`config.mk`:
```
export PLATFORM = sky130hd
export DESIGN_NAME = ten_bit_word_bit_packer
export DESIGN_NICKNAME = d
export VERILOG_FILES = /design/src/bitpk_pkg.sv /design/src/bitpk_ctrl.sv /design/src/bitpk_datapath.sv /design/src/ten_bit_word_bit_packer.sv
export SDC_FILE = /design/constraint.sdc
export NUM_CORES = 2
export LEC_CHECK = 0
export BUFFER_PORTS_ARGS = -buffer_cell sky130_fd_sc_hd__clkbuf_2
export CORE_MARGIN = 5
export CORE_UTILIZATION = 60
export CTS_BUF_LIST = sky130_fd_sc_hd__clkbuf_16
export CTS_CLUSTER_SIZE = 10
export DETAILED_ROUTE_END_ITERATION = 12
export PLACE_DENSITY = 0.83
export REMOVE_ABC_BUFFERS = 1
export SLEW_MARGIN = 20
export SYNTH_ARGS = -nofsm -noshare
export SYNTH_HDL_FRONTEND = slang
export SYNTH_SLANG_ARGS = --single-unit
```
`constraint.sdc`:
```
create_clock -name clk -period 17 [get_ports clk]
set_input_delay 3.4 -clock clk [delete_from_list [all_inputs] [get_ports clk]]
set_output_delay 3.4 -clock clk [all_outputs]
set_load 0.02 [all_outputs]
```
`src/bitpk_pkg.sv`:
```
// Shared constants, codes and control structs of the ten-bit word bit packer.
// Used by bitpk_ctrl, bitpk_datapath and the top level; depends on nothing.
package bitpk_pkg;

	localparam int STORE_WORDS = 64;
	localparam int ADDR_W      = $clog2(STORE_WORDS);
	localparam int WORD_BITS   = 10;
	localparam int CNT_W       = 7;
	localparam int DATA_W      = 32;
	localparam int SPAN_WORDS  = 5;
	localparam int SPAN_BITS   = SPAN_WORDS * WORD_BITS;

	localparam logic [2:0] ACT_CLEAR     = 3'd0;
	localparam logic [2:0] ACT_WRITE     = 3'd1;
	localparam logic [2:0] ACT_READ_BITS = 3'd2;
	localparam logic [2:0] ACT_REWIND    = 3'd3;
	localparam logic [2:0] ACT_APPEND    = 3'd4;
	localparam logic [2:0] ACT_READ_WORD = 3'd5;

	localparam logic [1:0] ERR_OK       = 2'd0;
	localparam logic [1:0] ERR_OVERRUN  = 2'd1;
	localparam logic [1:0] ERR_BIT_SET  = 2'd2;
	localparam logic [1:0] ERR_REWIND   = 2'd3;

	localparam logic [1:0] RD_SEL_SPAN  = 2'd0;
	localparam logic [1:0] RD_SEL_TRIM  = 2'd1;
	localparam logic [1:0] RD_SEL_INDEX = 2'd2;

	localparam logic [1:0] WR_SEL_SPAN   = 2'd0;
	localparam logic [1:0] WR_SEL_TRIM   = 2'd1;
	localparam logic [1:0] WR_SEL_APPEND = 2'd2;

	// Commands from the controller to the datapath.
	typedef struct packed {
		logic       load;
		logic [2:0] k;
		logic       rd_en;
		logic [1:0] rd_sel;
		logic       wr_en;
		logic [1:0] wr_sel;
		logic       collect;
		logic       range_clr;
		logic       err_en;
		logic [1:0] err_code;
		logic       commit;
	} cmd_t;

	// Status from the datapath to the controller.
	typedef struct packed {
		logic [2:0] act;
		logic       span_live;
		logic       span_over;
		logic       span_hit;
		logic       rew_err;
		logic       trim_read;
		logic       append_full;
		logic       index_over;
		logic       rsp_free;
	} status_t;

endpackage

```
`src/bitpk_ctrl.sv`:
```
// Sequencing state machine of the ten-bit word bit packer.
// Depends on bitpk_pkg; drives the datapath through bitpk_pkg::cmd_t.
module bitpk_ctrl (
	input  logic              clk,
	input  logic              arst_n,
	input  logic              req_valid,
	output logic              req_stall,
	input  bitpk_pkg::status_t st,
	output bitpk_pkg::cmd_t   cmd
);

	localparam logic [3:0] ST_IDLE      = 4'd0;
	localparam logic [3:0] ST_DISPATCH  = 4'd1;
	localparam logic [3:0] ST_SPAN_RD   = 4'd2;
	localparam logic [3:0] ST_SPAN_CHK  = 4'd3;
	localparam logic [3:0] ST_SPAN_PUT  = 4'd4;
	localparam logic [3:0] ST_TRIM      = 4'd5;
	localparam logic [3:0] ST_WORD_GET  = 4'd6;
	localparam logic [3:0] ST_FINISH    = 4'd7;

	logic [3:0] state_q;
	logic [3:0] state_d;
	logic [2:0] k_q;
	logic       k_inc;
	logic       k_clr;

	assign req_stall = (state_q != ST_IDLE);

	always_comb begin
		state_d = state_q;
		k_inc   = 1'b0;
		k_clr   = 1'b0;
		cmd     = '0;
		cmd.k   = k_q;
		case (state_q)
			ST_IDLE: begin
				if (req_valid) begin
					cmd.load = 1'b1;
					k_clr    = 1'b1;
					state_d  = ST_DISPATCH;
				end
			end
			ST_DISPATCH: begin
				case (st.act)
					bitpk_pkg::ACT_WRITE,
					bitpk_pkg::ACT_READ_BITS: begin
						state_d = ST_SPAN_RD;
					end
					bitpk_pkg::ACT_REWIND: begin
						if (st.rew_err) begin
							cmd.err_en   = 1'b1;
							cmd.err_code = bitpk_pkg::ERR_REWIND;
							state_d      = ST_FINISH;
						end else begin
							cmd.range_clr = 1'b1;
							if (st.trim_read) begin
								cmd.rd_en  = 1'b1;
								cmd.rd_sel = bitpk_pkg::RD_SEL_TRIM;
								state_d    = ST_TRIM;
							end else begin
								state_d = ST_FINISH;
							end
						end
					end
					bitpk_pkg::ACT_APPEND: begin
						if (st.append_full) begin
							cmd.err_en   = 1'b1;
							cmd.err_code = bitpk_pkg::ERR_OVERRUN;
						end else begin
							cmd.wr_en  = 1'b1;
							cmd.wr_sel = bitpk_pkg::WR_SEL_APPEND;
						end
						state_d = ST_FINISH;
					end
					bitpk_pkg::ACT_READ_WORD: begin
						if (st.index_over) begin
							cmd.err_en   = 1'b1;
							cmd.err_code = bitpk_pkg::ERR_OVERRUN;
							state_d      = ST_FINISH;
						end else begin
							cmd.rd_en  = 1'b1;
							cmd.rd_sel = bitpk_pkg::RD_SEL_INDEX;
							state_d    = ST_WORD_GET;
						end
					end
					default: begin
						state_d = ST_FINISH;
					end
				endcase
			end
			ST_SPAN_RD: begin
				if (!st.span_live) begin
					if (st.act == bitpk_pkg::ACT_WRITE) begin
						k_clr   = 1'b1;
						state_d = ST_SPAN_PUT;
					end else begin
						state_d = ST_FINISH;
					end
				end else if (st.span_over) begin
					cmd.err_en   = 1'b1;
					cmd.err_code = bitpk_pkg::ERR_OVERRUN;
					state_d      = ST_FINISH;
				end else begin
					cmd.rd_en  = 1'b1;
					cmd.rd_sel = bitpk_pkg::RD_SEL_SPAN;
					state_d    = ST_SPAN_CHK;
				end
			end
			ST_SPAN_CHK: begin
				cmd.collect = 1'b1;
				if (st.act == bitpk_pkg::ACT_WRITE && st.span_hit) begin
					cmd.err_en   = 1'b1;
					cmd.err_code = bitpk_pkg::ERR_BIT_SET;
					state_d      = ST_FINISH;
				end else begin
					k_inc   = 1'b1;
					state_d = ST_SPAN_RD;
				end
			end
			ST_SPAN_PUT: begin
				if (!st.span_live) begin
					state_d = ST_FINISH;
				end else begin
					cmd.wr_en  = 1'b1;
					cmd.wr_sel = bitpk_pkg::WR_SEL_SPAN;
					k_inc      = 1'b1;
				end
			end
			ST_TRIM: begin
				cmd.wr_en  = 1'b1;
				cmd.wr_sel = bitpk_pkg::WR_SEL_TRIM;
				state_d    = ST_FINISH;
			end
			ST_WORD_GET: begin
				cmd.collect = 1'b1;
				state_d     = ST_FINISH;
			end
			ST_FINISH: begin
				if (st.rsp_free) begin
					cmd.commit = 1'b1;
					state_d    = ST_IDLE;
				end
			end
			default: begin
				state_d = ST_IDLE;
			end
		endcase
	end

	always_ff @(posedge clk or negedge arst_n) begin
		if (!arst_n) begin
			state_q <= ST_IDLE;
			k_q     <= '0;
		end else begin
			state_q <= state_d;
			if (k_clr) begin
				k_q <= '0;
			end else if (k_inc) begin
				k_q <= k_q + 3'd1;
			end
		end
	end

endmodule

```
`src/bitpk_datapath.sv`:
```
// Datapath of the ten-bit word bit packer: item registers, cursor, word store
// with valid bits, span buffer and result register. Depends on bitpk_pkg.
module bitpk_datapath (
	input  logic                             clk,
	input  logic                             arst_n,
	input  logic [2:0]                       action,
	input  logic [bitpk_pkg::DATA_W-1:0]     bit_data,
	input  logic [5:0]                       bit_count,
	input  logic [9:0]                       bit_position,
	input  logic [bitpk_pkg::WORD_BITS-1:0]  word_value,
	input  logic [5:0]                       word_index,
	input  logic                             rsp_stall,
	input  bitpk_pkg::cmd_t                  cmd,
	output bitpk_pkg::status_t               st,
	output logic                             rsp_valid,
	output logic [bitpk_pkg::DATA_W-1:0]     read_data,
	output logic [bitpk_pkg::CNT_W-1:0]      used_words,
	output logic [1:0]                       error_code
);

	localparam int WB = bitpk_pkg::WORD_BITS;
	localparam int SB = bitpk_pkg::SPAN_BITS;
	localparam int DW = bitpk_pkg::DATA_W;
	localparam int CW = bitpk_pkg::CNT_W;
	localparam int AW = bitpk_pkg::ADDR_W;
	localparam int NW = bitpk_pkg::STORE_WORDS;
	localparam logic [CW-1:0] STORE_END = CW'(bitpk_pkg::STORE_WORDS);

	typedef struct packed {
		logic [2:0] q;
		logic [3:0] r;
	} dm10_t;

	// Splits a cursor offset of at most 41 bits into whole words and bits.
	function automatic dm10_t split_ten(input logic [5:0] s);
		dm10_t res;
		if (s >= 6'd40) begin
			res.q = 3'd4;
			res.r = 4'(s - 6'd40);
		end else if (s >= 6'd30) begin
			res.q = 3'd3;
			res.r = 4'(s - 6'd30);
		end else if (s >= 6'd20) begin
			res.q = 3'd2;
			res.r = 4'(s - 6'd20);
		end else if (s >= 6'd10) begin
			res.q = 3'd1;
			res.r = 4'(s - 6'd10);
		end else begin
			res.q = 3'd0;
			res.r = s[3:0];
		end
		return res;
	endfunction

	// Word k of a span vector; word 0 sits at the top.
	function automatic logic [WB-1:0] span_slot(input logic [SB-1:0] v, input logic [2:0] k);
		logic [WB-1:0] res;
		case (k)
			3'd0:    res = v[SB-1 -: WB];
			3'd1:    res = v[SB-1-WB -: WB];
			3'd2:    res = v[SB-1-2*WB -: WB];
			3'd3:    res = v[SB-1-3*WB -: WB];
			3'd4:    res = v[SB-1-4*WB -: WB];
			default: res = '0;
		endcase
		return res;
	endfunction

	// Item registers.
	logic [2:0]    act_q;
	logic [1:0]    err_q;
	logic [5:0]    n_q;
	logic [SB-1:0] wdat_q;
	logic [SB-1:0] wmsk_q;
	logic [9:0]    pos_q;
	logic [CW-1:0] tw_q;
	logic          rew_err_q;
	logic [WB-1:0] wval_q;
	logic [5:0]    widx_q;

	// Architectural state.
	logic [CW-1:0] wc_q;
	logic [3:0]    bc_q;
	logic [CW-1:0] total_q;
	logic [WB-1:0] mem_q [NW];
	logic [NW-1:0] valid_q;

	logic [WB-1:0] rd_data_q;
	logic          rd_vld_q;
	logic [SB-1:0] coll_q;

	logic          rsp_valid_q;
	logic [DW-1:0] rdat_q;
	logic [CW-1:0] used_q;
	logic [1:0]    code_q;

	// Load-time values.
	logic [5:0]    n_in;
	logic [DW-1:0] la_dat;
	logic [DW-1:0] la_msk;
	logic [10:0]   glob;
	logic [17:0]   pos_prod;

	always_comb begin
		n_in     = (bit_count > 6'd32) ? 6'd32 : bit_count;
		la_dat   = bit_data << (6'd32 - n_in);
		la_msk   = ~({DW{1'b1}} >> n_in);
		glob     = 11'({wc_q, 3'b000}) + 11'({wc_q, 1'b0}) + 11'(bc_q);
		pos_prod = 18'(bit_position) * 18'd205;
	end

	// Working values.
	logic [9:0]    tb_full;
	logic [3:0]    tb;
	logic [CW-1:0] span_addr;
	logic [WB-1:0] w_slot;
	logic [WB-1:0] m_slot;
	logic [WB-1:0] c_slot;
	logic [WB-1:0] rd_eff;
	logic          rsp_free;
	logic [CW-1:0] rd_addr_full;
	logic [CW-1:0] wr_addr_full;
	logic [WB-1:0] wr_data;
	logic [AW-1:0] rd_addr;
	logic [AW-1:0] wr_addr;
	logic [NW-1:0] clr_vec;

	always_comb begin
		tb_full   = pos_q - ({tw_q, 3'b000} + {tw_q, 1'b0});
		tb        = tb_full[3:0];
		span_addr = wc_q + {{(CW-3){1'b0}}, cmd.k};
		w_slot    = span_slot(wdat_q, cmd.k);
		m_slot    = span_slot(wmsk_q, cmd.k);
		c_slot    = span_slot(coll_q, cmd.k);
		rd_eff    = rd_vld_q ? rd_data_q : '0;
		rsp_free  = !rsp_valid_q || !rsp_stall;

		case (cmd.rd_sel)
			bitpk_pkg::RD_SEL_TRIM:  rd_addr_full = tw_q;
			bitpk_pkg::RD_SEL_INDEX: rd_addr_full = {1'b0, widx_q};
			default:                 rd_addr_full = span_addr;
		endcase

		case (cmd.wr_sel)
			bitpk_pkg::WR_SEL_TRIM: begin
				wr_addr_full = tw_q;
				wr_data      = rd_eff & ~({WB{1'b1}} >> tb);
			end
			bitpk_pkg::WR_SEL_APPEND: begin
				wr_addr_full = total_q;
				wr_data      = wval_q;
			end
			default: begin
				wr_addr_full = span_addr;
				wr_data      = c_slot | w_slot;
			end
		endcase

		rd_addr = rd_addr_full[AW-1:0];
		wr_addr = wr_addr_full[AW-1:0];
	end

	// Words wiped by a rewind: those after the target word up to the old
	// cursor, and the target word itself when the target is a word boundary.
	always_comb begin
		for (int i = 0; i < NW; i++) begin
			clr_vec[i] = (CW'(i) > tw_q && (CW'(i) < wc_q || (CW'(i) == wc_q && bc_q != 4'd0)))
				|| (CW'(i) == tw_q && tb == 4'd0);
		end
	end

	always_comb begin
		st.act         = act_q;
		st.span_live   = (m_slot != '0);
		st.span_over   = (span_addr >= STORE_END);
		st.span_hit    = ((rd_eff & m_slot) != '0);
		st.rew_err     = rew_err_q;
		st.trim_read   = (tw_q < STORE_END) && (tb != 4'd0);
		st.append_full = (total_q >= STORE_END);
		st.index_over  = ({1'b0, widx_q} >= STORE_END);
		st.rsp_free    = rsp_free;
	end

	// Results of the finishing step.
	dm10_t         split;
	logic [CW-1:0] nwc;
	logic          ok;
	logic [SB-1:0] r_bits;
	logic [SB-1:0] r_shift;
	logic [DW-1:0] r_la;
	logic [DW-1:0] r_out;
	logic [CW-1:0] wc_n;
	logic [3:0]    bc_n;
	logic [CW-1:0] tot_n;
	logic [DW-1:0] rdat_n;

	always_comb begin
		split   = split_ten({2'b00, bc_q} + n_q);
		nwc     = wc_q + {{(CW-3){1'b0}}, split.q};
		ok      = (err_q == bitpk_pkg::ERR_OK);
		r_bits  = coll_q & wmsk_q;
		r_shift = r_bits << bc_q;
		r_la    = r_shift[SB-1 -: DW];
		r_out   = r_la >> (6'd32 - n_q);

		wc_n   = wc_q;
		bc_n   = bc_q;
		tot_n  = total_q;
		rdat_n = '0;
		case (act_q)
			bitpk_pkg::ACT_CLEAR: begin
				wc_n  = '0;
				bc_n  = '0;
				tot_n = '0;
			end
			bitpk_pkg::ACT_WRITE: begin
				if (ok) begin
					wc_n  = nwc;
					bc_n  = split.r;
					tot_n = nwc + {{(CW-1){1'b0}}, (split.r != 4'd0)};
				end
			end
			bitpk_pkg::ACT_READ_BITS: begin
				if (ok) begin
					wc_n   = nwc;
					bc_n   = split.r;
					rdat_n = r_out;
				end
			end
			bitpk_pkg::ACT_REWIND: begin
				if (ok) begin
					wc_n = tw_q;
					bc_n = tb;
				end
			end
			bitpk_pkg::ACT_APPEND: begin
				if (ok) begin
					tot_n = total_q + {{(CW-1){1'b0}}, 1'b1};
				end
			end
			bitpk_pkg::ACT_READ_WORD: begin
				if (ok) begin
					rdat_n = {{(DW-WB){1'b0}}, coll_q[SB-1 -: WB]};
				end
			end
			default: begin
			end
		endcase
	end

	// Payload registers.
	always_ff @(posedge clk) begin
		if (cmd.load) begin
			n_q       <= n_in;
			wdat_q    <= {la_dat, {(SB-DW){1'b0}}} >> bc_q;
			wmsk_q    <= {la_msk, {(SB-DW){1'b0}}} >> bc_q;
			pos_q     <= bit_position;
			tw_q      <= pos_prod[17:11];
			rew_err_q <= ({1'b0, bit_position} > glob);
			wval_q    <= word_value;
			widx_q    <= word_index;
		end
		if (cmd.wr_en) begin
			mem_q[wr_addr] <= wr_data;
		end
		if (cmd.rd_en) begin
			rd_data_q <= mem_q[rd_addr];
			rd_vld_q  <= valid_q[rd_addr];
		end
		if (cmd.collect) begin
			for (int i = 0; i < bitpk_pkg::SPAN_WORDS; i++) begin
				if (cmd.k == 3'(i)) begin
					coll_q[SB-1-i*WB -: WB] <= rd_eff;
				end
			end
		end
		if (cmd.commit) begin
			rdat_q <= rdat_n;
			used_q <= tot_n;
			code_q <= err_q;
		end
	end

	// Control and architectural state.
	always_ff @(posedge clk or negedge arst_n) begin
		if (!arst_n) begin
			act_q       <= bitpk_pkg::ACT_CLEAR;
			err_q       <= bitpk_pkg::ERR_OK;
			wc_q        <= '0;
			bc_q        <= '0;
			total_q     <= '0;
			valid_q     <= '0;
			rsp_valid_q <= 1'b0;
		end else begin
			if (cmd.load) begin
				act_q <= action;
				err_q <= bitpk_pkg::ERR_OK;
			end else if (cmd.err_en) begin
				err_q <= cmd.err_code;
			end
			if (cmd.commit) begin
				wc_q    <= wc_n;
				bc_q    <= bc_n;
				total_q <= tot_n;
			end
			if (cmd.commit && act_q == bitpk_pkg::ACT_CLEAR) begin
				valid_q <= '0;
			end else begin
				if (cmd.range_clr) begin
					valid_q <= valid_q & ~clr_vec;
				end
				if (cmd.wr_en) begin
					valid_q[wr_addr] <= 1'b1;
				end
			end
			if (cmd.commit) begin
				rsp_valid_q <= 1'b1;
			end else if (rsp_free) begin
				rsp_valid_q <= 1'b0;
			end
		end
	end

	assign rsp_valid  = rsp_valid_q;
	assign read_data  = rdat_q;
	assign used_words = used_q;
	assign error_code = code_q;

`ifndef SYNTHESIS
	a_commit_free: assert property (@(posedge clk) disable iff (!arst_n)
		cmd.commit |-> rsp_free)
		else $error("result committed while the result register is occupied");

	a_write_in_store: assert property (@(posedge clk) disable iff (!arst_n)
		cmd.wr_en |-> wr_addr_full < STORE_END)
		else $error("store write outside the word store");

	a_clear_state: assert property (@(posedge clk) disable iff (!arst_n)
		cmd.commit && act_q == bitpk_pkg::ACT_CLEAR
		|=> total_q == '0 && wc_q == '0 && bc_q == '0 && valid_q == '0)
		else $error("clear left state behind");

	a_fault_keeps_state: assert property (@(posedge clk) disable iff (!arst_n)
		cmd.commit && err_q != bitpk_pkg::ERR_OK
		|=> wc_q == $past(wc_q) && bc_q == $past(bc_q) && total_q == $past(total_q))
		else $error("refused item changed the cursor or word count");

	a_cursor_bound: assert property (@(posedge clk) disable iff (!arst_n)
		wc_q >= STORE_END |-> wc_q == STORE_END && bc_q == '0)
		else $error("cursor beyond the end of the store");
`endif

endmodule

```
`src/ten_bit_word_bit_packer.sv`:
```
// Top level of the ten-bit word bit packer: request and response channels,
// controller and datapath. Depends on bitpk_pkg, bitpk_ctrl and bitpk_datapath.
//
// The block keeps a store of 64 ten-bit words and one bit cursor into it, and
// answers every request item with exactly one response item. Bits are written
// most significant first by ORing them in at the cursor and are read back the
// same way; a rewind moves the cursor back and clears the bits it passes over;
// whole words can be appended at the word count and read back by index. A
// faulty request changes nothing and is answered with an error code. Requests
// are handled one at a time: the request side is stalled from acceptance until
// the response is placed in the output register, which then frees the
// request side even while the response waits on a stalled consumer. The
// store is a single-port word memory with a registered read, and the span
// bit operations walk it one word at a time: each word is read and then
// checked, and a write then writes every span word back in a second pass. A
// span touches at most five words. A write of bits stops early on a fault,
// and every response waits while the output register is still occupied. The
// word store needs no clearing pass: a valid flag per word, reset at once,
// makes every unwritten word read as zero.
module ten_bit_word_bit_packer (
	input  logic                             clk,
	input  logic                             arst_n,
	input  logic                             req_valid,
	output logic                             req_stall,
	input  logic [2:0]                       action,
	input  logic [bitpk_pkg::DATA_W-1:0]     bit_data,
	input  logic [5:0]                       bit_count,
	input  logic [9:0]                       bit_position,
	input  logic [bitpk_pkg::WORD_BITS-1:0]  word_value,
	input  logic [5:0]                       word_index,
	output logic                             rsp_valid,
	input  logic                             rsp_stall,
	output logic [bitpk_pkg::DATA_W-1:0]     read_data,
	output logic [bitpk_pkg::CNT_W-1:0]      used_words,
	output logic [1:0]                       error_code
);

	// Commands flow from the controller to the datapath, status flows back.
	bitpk_pkg::cmd_t    cmd;
	bitpk_pkg::status_t st;

	// The controller sequences each item: dispatch on the action, walk the
	// span words for bit reads and writes, and commit once the output
	// register can take the response.
	bitpk_ctrl u_ctrl (
		.clk       (clk),
		.arst_n    (arst_n),
		.req_valid (req_valid),
		.req_stall (req_stall),
		.st        (st),
		.cmd       (cmd)
	);

	// The datapath holds the cursor, word count, word store and the
	// response register that parts the two channels.
	bitpk_datapath u_datapath (
		.clk          (clk),
		.arst_n       (arst_n),
		.action       (action),
		.bit_data     (bit_data),
		.bit_count    (bit_count),
		.bit_position (bit_position),
		.word_value   (word_value),
		.word_index   (word_index),
		.rsp_stall    (rsp_stall),
		.cmd          (cmd),
		.st           (st),
		.rsp_valid    (rsp_valid),
		.read_data    (read_data),
		.used_words   (used_words),
		.error_code   (error_code)
	);

endmodule

```
==> flow_metrics.env <==
export IMPL_status="finished clean"
export IMPL_cts_tree="built"
export IMPL_synth_top_area_frac=0.488
export IMPL_grt_ovfl_total=0
export IMPL_syn_area_per_cell_um2=12.2
export IMPL_ys_types=90
export IMPL_antenna_found_initial=5
export IMPL_io_buffers=113
export IMPL_fin_area_um2=58400
export IMPL_ir_worst_vdd_mv=0.240
export IMPL_critical_path_class="reg -> reg"
export IMPL_num_rows=109
export IMPL_cap_violations=0
export IMPL_synthCells=4394
export IMPL_core_um2=88500
export IMPL_placedInstanceArea_um2=55200
export IMPL_cts_htree_levels=3
export IMPL_power_total_w=0.0129
export IMPL_cts_made_buffers=110
export IMPL_stdcell_count=5595
export IMPL_rsz0062_at_grt="no"
export IMPL_cp_start_kind="flip-flop"
export IMPL_start_util=0.605
export IMPL_seqCellArea_um2=28500
export IMPL_synth_seq_cells=964
export IMPL_ys_seq_area_frac=0.532
export IMPL_drt_iter0_markers=7097
export IMPL_cp_required_ns=17.42
export IMPL_wl_per_cell_um=32.5
export IMPL_synthFlopType="edfxtp_1"
export IMPL_drv_slew=0
export IMPL_slew_headroom=0.198
export IMPL_grt_most_used_layer="met2"
export IMPL_drive_above_1_share=0.164
export IMPL_cts_buffer_depth=3
export IMPL_worst_pin_slew_ns=1.20
export IMPL_synthTopCellsByArea="edfxtp_1, mux4_2, dfrtp_1"
export IMPL_drt_antenna_violating_nets=0
export IMPL_ys_warn_count=0
export IMPL_grt_pass1_wl_um=267000
export IMPL_ctsResizeCount=0
export IMPL_place_congestion=1.07
export IMPL_post_cts_setup_buffer_count=0
export IMPL_hold_viol=0
export IMPL_root_buffer="clkbuf_16"
export IMPL_insertion_delay_ns=0.73
export IMPL_cp_max_fo=55
export IMPL_met2_usage=0.577
export IMPL_synth_top_cell_by_area="edfxtp_1"
export IMPL_max_freq_mhz=125
export IMPL_pwr_density_cell_nw_per_um2=221
export IMPL_skew_ns=0.0671
export IMPL_wirelength_um=182000
export IMPL_postLayoutCoreUtil=0.660
export IMPL_use_met3=0.0993
export IMPL_cellLeakagePower_nw=20.5
export IMPL_dp_hpwl_um=119000
export IMPL_nets=4593
export IMPL_worst_path_max_delay_cell="xor2_1"
export IMPL_vias_per_cell=7.53
export IMPL_clk_pin_slew_ns=0.06
export IMPL_multi_input_area_um2=23600
export IMPL_setup_viol=0
export IMPL_nFillCells=6162
export IMPL_synth_edff_count=870
export IMPL_io_pins=114
export IMPL_fin_crit_ns=7.99
export IMPL_dp_cells=5445
export IMPL_grt_max_degree=81
export IMPL_hp_class="reg -> reg"
export IMPL_cp_arrival_ns=8.42
export IMPL_cts_hold_buf=0
export IMPL_use_met1=0.503
export IMPL_route_detailed_drc=0
export IMPL_cts_sinks=964
export IMPL_die_area_um2=95400
export IMPL_grt_pass1_vias=40700
export IMPL_layout_cells_most_common_list="edfxtp_1, nand2_1, nor2_1"
export IMPL_critPathCaptureType="flip-flop"
export IMPL_synthToLayoutAreaGrowth_pct=9.07
export IMPL_syn_area_um2=53600
export IMPL_grt_usage=0.376
export IMPL_cpPeakStageDelay_ns=0.89
export IMPL_die_w_um=309
export IMPL_drt_pass1_iter_count=7
export IMPL_cp_cell_sequence="ha_1 > nor2_1 > ha_1 > xor2_1 > nand4_1 > buf_4 > nand2_1 > inv_1 > ha_1 > nand2_1 > o21ai_4 > buf_6 > buf_4 > buf_4 > mux4_2 > nor2b_1 > a211oi_1 > a211oi_1 > a211oi_1 > a21oi_1"
export IMPL_via_count=42100
export IMPL_post_route_period_util=0.470
export IMPL_layout_cells_most_common="edfxtp_1"
export IMPL_fin_hold_ws_ns=0.516
export IMPL_die_h_um=309
export IMPL_synthArstFlopShare=0.0975
## cell families after synthesis
family | Yosys count | share of synthesized area
adder cells (fa/ha/maj) | 131 | 0.0336
XOR/XNOR | 39 | 0.00663
AO/OA/AOI/OAI | 1182 | 0.145
flip-flops | 964 | 0.532
AND/OR/NAND/NOR | 1147 | 0.0985
buffers and inverters | 433 | 0.0333
multiplexers | 498 | 0.152
## power by group
group | total (W) | internal, W | switching [W] | leakage, nW
combinational | 0.00727 | 0.00255 | 0.00472 | 9.66
clock | 0.00214 | 0.00119 | 0.000942 | 1.59
sequential | 0.00352 | 0.00329 | 0.000236 | 9.24
total | 0.0129 | 0.00703 | 0.00590 | 20.5
## flip-flops by register name, summed over array words and instances, names as in the netlist, 10 cells and up
signal and count:
u_datapath.wmsk_q 47, u_datapath.wdat_q 47, u_datapath.wval_q 10, u_datapath.rd_data_q 10
u_datapath.valid_q 64, u_datapath.mem_q 640, u_datapath.read_data 32, u_datapath.coll_q 50
## worst paths after layout
| check | from | endpoint | slack [ns] | depth (start not counted) |
|---|---|---|---|---|
| setup / recovery | u_datapath.pos_q[1] | u_datapath.rd_data_q[5] | 9.01 | 20 |
| hold / removal | u_datapath.err_q[0] | u_datapath.error_code[0] | 0.52 | 0 |
| setup reg to reg | u_datapath.pos_q[1] | u_datapath.rd_data_q[5] | 9.01 | 20 |
| hold reg to reg | u_datapath.err_q[0] | u_datapath.error_code[0] | 0.52 | 0 |
| max in group asynchronous | arst_n | u_datapath.bc_q[3] | 13.06 | 2 |
| min in group asynchronous | arst_n | u_datapath.valid_q[1] | 2.59 | 1 |
## cells in the mapped netlist (all sizes together) (20+ instances only)
cell type	count
o221ai	21
a32oi	22
o31ai	21
a22oi	47
a21o	21
mux2i	201
nand3	124
nand2b	26
inv	100
o21ai	255
mux2	52
edfxtp	870
nor2	337
fa	22
buf	111
o211ai	34
a21oi	274
clkbuf	216
and3	21
nor2b	65
xnor2	25
nor3	69
and2	70
ha	108
a31oi	43
or3	20
nand2	346
a211oi	115
mux4	245
dfrtp	94
o21a	25
o22ai	107
## worst max-delay path: cells and delay by family, from the launching register on
family                   cells  cell delay, ns
buffers and inverters        5            2.52
AO/OA/AOI/OAI                5            1.28
adder cells (fa/ha/maj)      3            1.09
XOR/XNOR                     1            0.89
AND/OR/NAND/NOR              5            0.80
multiplexers                 1            0.59
flip-flops                   1            0.43
## area by class of cell
type / instances / area share
sequential: 964 / 0.488
multi-input combinational: 2997 / 0.404
clock inverter: 36 / 0.00623
antenna: 3 / 0.000128
clock buffer: 111 / 0.0475
tap: 1165 / 0.0249
inverter: 106 / 0.00707
timing repair buffer: 213 / 0.0226
## metal layers
layer  part of all wire  wire length [um]
met5                  0                 0
met2               0.45             81400
met1               0.35             62900
met4              0.068             12300
met3               0.14             25200
## metrics by stage
step / worst slack (ns) / TNS (ns)
floorplan: -1.54 / -14.32
global placement: 8.97 / 0
detailed placement: 8.79 / 0
CTS: 8.82 / 0
global route: 8.51 / 0
finish: 9.01 / 0
(Power assumes the default switching activity.)
